==> src/hdl/ipcr_pkg.sv <==
// Package for the IR pulse capture and replay block.
// Holds the shared codes, default sizes and the controller/datapath interface types.
// No dependencies.
package ipcr_pkg;

  localparam int SAMPLES_DEF = 128;
  localparam int SLOTS_DEF = 3;

  localparam logic [14:0] TIMEOUT_RST = 15'd4096;
  localparam logic [15:0] LOW_SAT = 16'h7FFF;
  localparam logic [15:0] HIGH_FLAG = 16'h8000;
  localparam logic [15:0] END_WORD = 16'hFFFF;

  localparam logic [1:0] FUNC_TICK = 2'd0;
  localparam logic [1:0] FUNC_LEARN = 2'd1;
  localparam logic [1:0] FUNC_REPLAY = 2'd2;

  typedef enum logic [1:0] {
    MODE_IDLE,
    MODE_LEARN,
    MODE_REPLAY
  } mode_t;

  typedef enum logic [2:0] {
    ST_IDLE,
    ST_EXEC,
    ST_READ,
    ST_CHECK,
    ST_DONE
  } state_t;

  typedef struct packed {
    logic capture;
    logic exec;
    logic read;
    logic check;
    logic load_out;
  } ctrl_cmd_t;

  typedef struct packed {
    logic fetch_req;
    logic idx_end;
    logic word_end;
    logic word_zero;
    logic out_free;
  } ctrl_sts_t;

endpackage

==> src/hdl/ipcr_ctrl.sv <==
// Controller state machine for the IR pulse capture and replay block.
// Sequences capture, execution, word fetches and the result transfer.
// Depends on ipcr_pkg.
module ipcr_ctrl (
  input  logic                 clk,
  input  logic                 rst_n,
  input  logic                 in_valid,
  output logic                 in_ready,
  input  ipcr_pkg::ctrl_sts_t  sts,
  output ipcr_pkg::ctrl_cmd_t  cmd
);

  ipcr_pkg::state_t state_r, state_nxt;

  always_ff @(posedge clk) begin
    if (!rst_n) begin
      state_r <= ipcr_pkg::ST_IDLE;
    end else begin
      state_r <= state_nxt;
    end
  end

  always_comb begin
    state_nxt = state_r;
    cmd = '0;
    in_ready = 1'b0;
    case (state_r)
      ipcr_pkg::ST_IDLE: begin
        in_ready = 1'b1;
        if (in_valid) begin
          cmd.capture = 1'b1;
          state_nxt = ipcr_pkg::ST_EXEC;
        end
      end
      ipcr_pkg::ST_EXEC: begin
        cmd.exec = 1'b1;
        state_nxt = sts.fetch_req ? ipcr_pkg::ST_READ : ipcr_pkg::ST_DONE;
      end
      ipcr_pkg::ST_READ: begin
        cmd.read = 1'b1;
        state_nxt = sts.idx_end ? ipcr_pkg::ST_DONE : ipcr_pkg::ST_CHECK;
      end
      ipcr_pkg::ST_CHECK: begin
        cmd.check = 1'b1;
        if (sts.word_end || !sts.word_zero) begin
          state_nxt = ipcr_pkg::ST_DONE;
        end else begin
          state_nxt = ipcr_pkg::ST_READ;
        end
      end
      ipcr_pkg::ST_DONE: begin
        if (sts.out_free) begin
          cmd.load_out = 1'b1;
          state_nxt = ipcr_pkg::ST_IDLE;
        end
      end
      default: begin
        state_nxt = ipcr_pkg::ST_IDLE;
      end
    endcase
  end

endmodule

==> config.mk <==
export PLATFORM = sky130hd
export DESIGN_NAME = ipcr_ctrl
export DESIGN_NICKNAME = d
export VERILOG_FILES = /design/src/hdl/ipcr_pkg.sv /design/src/hdl/ipcr_ctrl.sv
export SDC_FILE = /design/constraint.sdc
export NUM_CORES = 1
export LEC_CHECK = 0
export BUFFER_PORTS_ARGS = -buffer_cell sky130_fd_sc_hd__clkbuf_2
export CAP_MARGIN = 0
export CORE_AREA = 2 2 39 41
export CTS_BUF_LIST = sky130_fd_sc_hd__clkbuf_4 sky130_fd_sc_hd__clkbuf_8
export DETAILED_ROUTE_END_ITERATION = 8
export DIE_AREA = 0 0 41 43
export PLACE_DENSITY = 0.42
export SLEW_MARGIN = 0
export SYNTH_ARGS = -nofsm -noshare
export SYNTH_HDL_FRONTEND = slang
export SYNTH_SLANG_ARGS = --single-unit
==> constraint.sdc <==
create_clock -name clk -period 1.15 [get_ports clk]
set_input_delay 0.23 -clock clk [delete_from_list [all_inputs] [get_ports clk]]
set_output_delay 0.23 -clock clk [all_outputs]
set_load 0.05 [all_outputs]
==> impl_metrics.yaml, run 1 <==
global_route:
  grt_use_total: 0.104
  grt_pass1_wl_um: 1210
  antenna_found_initial: 0
  grt_start_max_net_pins: 8
  grt_pass1_vias: 305
  grt-ovfl-total: 0
yosys:
  syn_area_um2: 218
  syn_nets: 35
  synth.area.top_cells: "dfxtp_1 28%, o32ai_2 7.5%, nor3_1 6.9%"
  ys_warn_count: 0
  synth_cells: 27
  yosysSeqAreaShare: 0.276
  synth_area_per_cell_um2: 8.06
  synth_top_area_frac: 0.276
  synth-seq-cells: 3
  synth_area_leader_cell: "dfxtp_1"
  ys_types: 18
sta:
  setup_violations: 8
  fin_crit_sh: 1.17
  drv_slew: 0
  slew_headroom: 0.867
  worstMarginPinSlew_ps: 199
  clock.fmax_mhz: 743
  timing.final.crit_period_ps: 1350
  setup_ws_ps: -196
  hold_viol: 0
  rsz0062_at_grt: "yes"
  fin_skew_ps: 8.31
cells_and_area:
  final_cell_mix: "11 x buf_4, 7 x clkbuf_2, 4 x clkbuf_4, 4 x buf_8"
  final_common_cell: "buf_4"
  top_regs: "state_r x3"
  finalInstanceArea_um2: 581
  area_growth_pct: 167
  antennaDiodeCount: 0
  largest_reg_flops: 3
  fin_nets: 63
  final_util: 0.420
  n_fill_cell: 136
  layout-drive-gt1-share: 0.852
  regMostFlops: "state_r"
placed_design:
  dp_hpwl_um: 491
  place_area_um2: 427
  place.gp.congestion: 0.704
  numPortBuffers: 13
power_and_ir_drop:
  clockPowerShare: 0.331
  p_per_area_nw_per_um2: 1140
  intPower_w: 0.000426
  netSwitchingFraction: 0.354
  power.leakage_nw: 0.251
  peakVddDrop_v: 0.000544
  p_switching_w: 0.000233
  seqPwrFrac: 0.197
  comb_power_share: 0.473
setup_path:
  crit_arrival_ps: 1120
  required_ps: 920
  path_buf_inv: 1
  crit_family: "flip-flops"
  critical_path_peak_fanout: 7
  cpPeakStageDelay_ps: 360
  start_kind: "flop"
  cp-end-kind: "primary output"
  critical_path.slowest_cell: "dfxtp_4"
  path_class: "reg -> out"
  path_cells: "nand2b_4, nor3_4, buf_12"
run_status:
  status: "complete, but fails checks"
  failed_checks: "negative setup slack"
drt:
  wl_per_cell_um: 11.0
  firstDrtPassIters: 4
  drt_wl_total_um: 770
  drtIter0Drc: 9
  vias: 302
  ant_nets: 0
  via_per_inst: 4.31
  post-route-drc-count: 0
hold_path:
  hp-class: "in -> reg"
floorplanning:
  std_cell_rows: 14
  num_io_pins: 14
  die_area_um2: 1760
  die_x_um: 41
  die_y_um: 43
  core_area_um2: 1380
  start_util: 0.157
flow_run:
  max_cap_viol_count: 0
clock_network:
  worstSkewPairLatency_ps: 240
  clk_pin_slew_ps: 40
  htree_levels: 1
  cts_root_buffer: "clkbuf_4"
  clkSinkCount: 3
  cts_tree: "done"
  clockBufferDepth: 2
  cts_buffers: 3
repair_timing:
action,in CTS,in global routing
endpoints found under the setup margin,9,9
pin swaps,4,1
setup buffers,1,3
hold buffers,0,0
resized for setup,15,10
synth_stat cells:
cell,n
nand2_1,1
a21oi_1,1
nand2b_1,2
nand3_1,1
nor4b_1,1
o22ai_1,1
o32ai_2,1
a211oi_1,1
a31oi_1,1
nor3b_2,1
buf_6,1
and3_1,2
inv_1,4
dfxtp_1,3
or2b_1,1
nor3_1,3
clkbuf_2,1
o21a_1,1
cells by family after synthesis:
logic type             share of synthesized area
AOI/OAI and AO/OA                          0.224
DFF                                        0.276
buffers and inverters                      0.144
and+or+nand+nor                            0.356
through the flow:
step	setup slack (ps)	hold slack, ps	TNS, ps	cells	total power, W
final	-196	273	-921	70	0.000659
after global placement	-67.1	517	-372	62	0.000370
after CTS	-194	269	-972	67	0.000624
after detailed placement	-74.7	525	-424	62	0.000369
after global routing	-243	279	-1260	70	0.000696
after floorplan	-186	394	-544	27	0.000286
final timing paths:
kind / from / endpoint / slack, ps / cells after the start
setup reg to reg: state_r[1]$_SDFFE_PN0P_ / state_r[1]$_SDFFE_PN0P_ / -40 / 5
hold / removal: rst_n / state_r[2]$_SDFFE_PN0P_ / 270 / 3
setup / recovery: state_r[1]$_SDFFE_PN0P_ / cmd[4] / -200 / 3
hold reg to reg: state_r[0]$_SDFFE_PN0P_ / state_r[0]$_SDFFE_PN0P_ / 630 / 2
routing by layer:
layer  routed length [um]  vias to the layer above  track usage  part of all wire
met1                  307                      141        0.115              0.40
met4                    0                        0       0.0800                 0
met5                    0                        -            0                 0
li1                     -                      151            -                 -
met2                  411                       10        0.156              0.53
met3                   51                        0       0.0314             0.066
area by class of cell:
class	instances	area, um2	share of cell area
multi-input cells	18	208	0.358
repair buffers	25	231	0.399
inverters	4	20.0	0.0345
flip-flops and latches	3	71.3	0.123
well taps	16	20.0	0.0345
clock buffers	4	30.0	0.0517
power by group through the flow:
stage | Combinational [W] | Clock [W] | Sequential, W
final | 0.000312 | 0.000218 | 0.000129
after global routing | 0.000330 | 0.000235 | 0.000131
after CTS | 0.000272 | 0.000223 | 0.000129
after detailed placement | 0.000237 | 0 | 0.000132
after global placement | 0.000238 | 0 | 0.000132
after floorplan | 0.000161 | 0 | 0.000124
worst register-to-register path: stages (launching register included):
cell,delay (ps)
dfxtp_4,380
buf_4,130
buf_4,120
or2b_1,260
a21oi_2,120
o21a_1,110
Note: power is estimated with default switching activity, not from simulation.
==> inputs of run 2 (changes only) <==
- PLACE_DENSITY: 0.42 -> not set
- PLACE_DENSITY_LB_ADDON: not set -> 0.05
==> run 2 against run 1 <==
  * The run still ends with negative setup slack left
  * Core utilization is 1.1 points lower
  * Setup slack better by 5.7 ps
  * Critical path depth did not move
  * Final cell count down 1.4%
  * Design area fell by 2.6%
  * Register-to-register slack better by 20 ps
  * Worst hold slack gained 12 ps
  * Die area is the same
  * Largest cell class unchanged
  * Largest power group unchanged
==> impl_metrics.yaml, run 2 (synthesized netlist as in run 1, its figures left out) <==
setup_path:
  r2r_slack_ps: -20
  path_class: "reg -> out"
  start_kind: "flop"
  critical_path_peak_fanout: 6
  r2r_start: "state_r[1]$_SDFFE_PN0P_"
  required_ps: 920
  crit_arrival_ps: 1110
  rr_worst_depth: 5
  cp-end-kind: "primary output"
  rr_endpoint: "state_r[1]$_SDFFE_PN0P_"
global_route:
  grt_use_total: 0.0923
  grt_pass1_vias: 281
  grt_pass1_wl_um: 1080
  grt-ovfl-total: 0
  antenna_found_initial: 0
  grt_start_max_net_pins: 8
floorplanning:
  die_x_um: 41
  core_area_um2: 1380
  std_cell_rows: 14
  die_y_um: 43
  num_io_pins: 14
  die_area_um2: 1760
  start_util: 0.157
clock_network:
  clkSinkCount: 3
  cts_buffers: 3
  cts_tree: "done"
  worstSkewPairLatency_ps: 230
  cts_root_buffer: "clkbuf_4"
  clockBufferDepth: 2
  htree_levels: 1
  clk_pin_slew_ps: 30
  cts_hold_buf: 0
sta:
  slew_headroom: 0.857
  fin_skew_ps: 2.62
  drv_slew: 0
  setup_violations: 7
  worstMarginPinSlew_ps: 213
  hold_viol: 0
  rsz0062_at_grt: "yes"
  fin_crit_sh: 1.17
  clock.fmax_mhz: 746
  timing.final.crit_period_ps: 1340
  setup_ws_ps: -191
cells_and_area:
  area_growth_pct: 160
  fin_nets: 62
  finalInstanceArea_um2: 566
  n_fill_cell: 152
  final_cell_mix: "9 x buf_4, 7 x clkbuf_2, 4 x clkbuf_4, 3 x buf_12, 3 x dfxtp_4"
  final_common_cell: "buf_4"
  antennaDiodeCount: 0
  top_regs: "state_r x3"
  layout-drive-gt1-share: 0.830
  largest_reg_flops: 3
  regMostFlops: "state_r"
run_status:
  status: "complete, but fails checks"
  failed_checks: "negative setup slack"
placed_design:
  place_area_um2: 444
  place.gp.congestion: 0.637
  numPortBuffers: 13
  dp_hpwl_um: 605
hold_path:
  min_to: "state_r[2]$_SDFFE_PN0P_"
  hold_depth: 3
  min_from: "rst_n"
  hp-class: "in -> reg"
drt:
  firstDrtPassIters: 2
  via_per_inst: 4.16
  post-route-drc-count: 0
  vias: 287
  drtIter0Drc: 3
  wl_per_cell_um: 10.4
  ant_nets: 0
  drt_wl_total_um: 721
power_and_ir_drop:
  p_per_area_nw_per_um2: 1120
  clockPowerShare: 0.323
  intPower_w: 0.000419
  finalPower_w: 0.000635
  seqPwrFrac: 0.205
  power.leakage_nw: 0.249
  p_switching_w: 0.000216
  netSwitchingFraction: 0.340
  comb_power_share: 0.471
  peakVddDrop_v: 0.000749
flow_run:
  max_cap_viol_count: 0
[run 2: critical path: stages (launching register included)]
cell and delay (ps):
dfxtp_4 360, nand2b_4 150, nor3_4 210, buf_12 160
[run 2: timing repair]
action | CTS | global route
gates resized for setup | 10 | 8
pin swaps | 1 | 7
endpoints found under the setup margin | 9 | 8
buffers inserted | 0 | 3
[run 2: final cells by class]
class | instances | area [um2] | area share
tap | 16 | 20.0 | 0.0354
sequential | 3 | 71.3 | 0.126
inverter | 4 | 20.0 | 0.0354
multi-input combinational | 18 | 196 | 0.347
timing repair buffer | 24 | 228 | 0.403
clock buffer | 4 | 30.0 | 0.0531
[run 2: per-stage QoR]
| stage | std cells | worst slack [ps] | utilization | TNS, ps | hold slack [ps] |
|---|---|---|---|---|---|
| 2_1_floorplan | 27 | -186 | - | -544 | 394 |
| 3_3_place_gp | 62 | -85.4 | 0.321 | -334 | 517 |
| 3_5_place_dp | 62 | -122 | 0.321 | -574 | 526 |
| 4_1_cts | 66 | -216 | 0.367 | -1120 | 280 |
| 5_1_grt | 69 | -233 | 0.409 | -1280 | 301 |
| 6_report | 69 | -191 | 0.409 | -914 | 285 |
[run 2: worst max path at each step]
| stage | start | to | slack [ps] | cells past startpoint |
|---|---|---|---|---|
| final | state_r[1]$_SDFFE_PN0P_ | cmd[4] | -190 | 3 |
| after global routing | state_r[1]$_SDFFE_PN0P_ | cmd[4] | -230 | 3 |
| after CTS | state_r[2]$_SDFFE_PN0P_ | cmd[0] | -220 | 3 |
| after detailed placement | state_r[1]$_SDFFE_PN0P_ | state_r[0]$_SDFFE_PN0P_ | -120 | 3 |
| after global placement | state_r[1]$_SDFFE_PN0P_ | state_r[0]$_SDFFE_PN0P_ | -90 | 3 |
| after floorplan | state_r[1]$_SDFFE_PN0P_ | in_ready | -190 | 2 |
[run 2: per-layer routing]
metal / vias to the layer above / track usage / wire [um]
li1: 147 / - / -
met3: 0 / 0.0471 / 52
met1: 129 / 0.119 / 292
met2: 11 / 0.134 / 376
met4: 0 / 0.0200 / 0
met5: - / 0 / 0
[run 2: power by group through the flow]
stage	Clock, W	Combinational, W	Sequential (W)
after floorplan	0	0.000161	0.000124
after global placement	0	0.000254	0.000132
after global routing	0.000226	0.000315	0.000132
after detailed placement	0	0.000255	0.000133
final	0.000205	0.000299	0.000130
after CTS	0.000216	0.000269	0.000132
==> inputs of run 3 (changes only) <==
--- a/constraint.sdc
+++ b/constraint.sdc
@@ -3,2 +3,2 @@
 set_output_delay 0.23 -clock clk [all_outputs]
-set_load 0.05 [all_outputs]
+set_load 0.1 [all_outputs]
==> run 3 against run 2 <==
  * The flow still finishes with violations (negative setup slack)
  * Sequential share of layout area down 0.46 points
  * Core utilization grew 1.5 points
  * Global-route usage increased by 2.5 points
  * Via count is 3.5% higher
  * Sequential cell count unchanged
  * Maximum frequency shrank 1.9%
  * Clock skew increased by 0.79 ps
  * Largest cell class unchanged
==> impl_metrics.yaml, run 3 (synthesized netlist as in run 1, its figures left out) <==
run_status:
  status: "complete, but fails checks"
  failed_checks: "negative setup slack"
cells_and_area:
  final_common_cell: "clkbuf_2"
  layout-drive-gt1-share: 0.792
  fin_nets: 62
  final_cell_mix: "7 x clkbuf_2, 6 x buf_12, 6 x buf_4, 5 x buf_6, 4 x clkbuf_4"
  final_util: 0.424
  antennaDiodeCount: 0
  largest_reg_flops: 3
  top_regs: "state_r x3"
  regMostFlops: "state_r"
  area_growth_pct: 170
clock_network:
  cts_root_buffer: "clkbuf_4"
  htree_levels: 1
  cts_buffers: 3
  clockBufferDepth: 2
  clkSinkCount: 3
  worstSkewPairLatency_ps: 230
  cts_tree: "done"
  cts_hold_buf: 0
  clk_pin_slew_ps: 40
floorplanning:
  die_y_um: 43
  die_x_um: 41
  start_util: 0.157
  core_area_um2: 1380
  die_area_um2: 1760
  num_io_pins: 14
  std_cell_rows: 14
sta:
  worstMarginPinSlew_ps: 252
  setup_violations: 6
  timing.final.crit_period_ps: 1370
  drv_slew: 0
  fin_crit_sh: 1.19
  setup_ws_ps: -217
  rsz0062_at_grt: "yes"
  slew_headroom: 0.831
  fin_skew_ps: 3.40
  clock.fmax_mhz: 732
  hold_viol: 0
global_route:
  grt-ovfl-total: 0
  grt_pass1_wl_um: 1300
  grt_start_max_net_pins: 8
  grt_pass1_vias: 313
  antenna_found_initial: 0
  grt_use_total: 0.117
drt:
  top_layer: "met4"
  via_per_inst: 4.30
  drt_wl_total_um: 723
  vias: 297
  firstDrtPassIters: 3
  ant_nets: 0
  wl_per_cell_um: 10.5
  met3_length_um: 29
  wl_met2_um: 391
  wl_met1_um: 283
  drtIter0Drc: 3
  post-route-drc-count: 0
hold_path:
  hp-class: "in -> reg"
power_and_ir_drop:
  p_per_area_nw_per_um2: 1250
  finalPower_w: 0.000732
  power.leakage_nw: 0.255
  peakVddDrop_v: 0.000648
setup_path:
  path_class: "reg -> out"
  cpPeakStageDelay_ps: 370
  start_kind: "flop"
  path_buf_inv: 1
  cp-end-kind: "primary output"
  path_cells: "nor4b_4, buf_12"
  crit_arrival_ps: 1140
  crit_family: "flip-flops"
  critical_path_peak_fanout: 5
  required_ps: 920
  critical_path.slowest_cell: "dfxtp_4"
placed_design:
  numPortBuffers: 13
  place.gp.congestion: 0.720
  dp_hpwl_um: 581
flow_run:
  max_cap_viol_count: 0
[run 3: area by class of cell]
type                            instances  area, um2
Sequential cell                         3       71.3
Timing Repair Buffer                   24        256
Multi-Input combinational cell         18        189
Tap cell                               16       20.0
Inverter                                4       20.0
Fill cell                             138        797
Clock buffer                            4       30.0
[run 3: where the power goes]
group | internal, W | switching, W | total, W
Clock | 0.000154 | 0.0000557 | 0.000209
Combinational | 0.000169 | 0.000221 | 0.000390
Sequential | 0.000113 | 0.0000192 | 0.000132
Total | 0.000436 | 0.000296 | 0.000732
[run 3: what timing repair did]
| action | CTS | global route |
|---|---|---|
| pin swaps | 3 | 4 |
| buffers inserted | 0 | 2 |
| gates resized for setup | 6 | 4 |
| endpoints found under the setup margin | 6 | 6 |
| endpoints found under the hold margin | 0 | 0 |
[run 3: final timing paths]
path / cells past startpoint / to / slack [ps] / start
hold reg to reg: 2 / state_r[1]$_SDFFE_PN0P_ / 600 / state_r[0]$_SDFFE_PN0P_
setup / recovery: 2 / cmd[0] / -220 / state_r[0]$_SDFFE_PN0P_
setup reg to reg: 5 / state_r[2]$_SDFFE_PN0P_ / 20 / state_r[1]$_SDFFE_PN0P_
hold / removal: 3 / state_r[2]$_SDFFE_PN0P_ / 280 / rst_n
[run 3: per-stage QoR]
step	std cells	TNS (ps)	setup WS (ps)	instance area, um2	hold WS, ps
after floorplan	27	-1980	-632	294	394
after global placement	63	-162	-60.2	512	516
after detailed placement	63	-193	-63.7	512	518
after CTS	67	-1320	-241	558	266
after global routing	69	-1570	-284	587	306
final	69	-1210	-217	587	275
[run 3: per-layer routing]
layer / GRT usage / vias up
met1: 0.118 / 136
met5: 0 / -
met2: 0.175 / 9
li1: - / 150
met4: 0.120 / 0
met3: 0.0314 / 2
[run 3: worst reg2reg max path: cells and delay by family (launching register included)]
family	cells	cell delay (ps)
flops	1	370
compound gates	2	260
buf+inv	2	250
simple gates	1	160
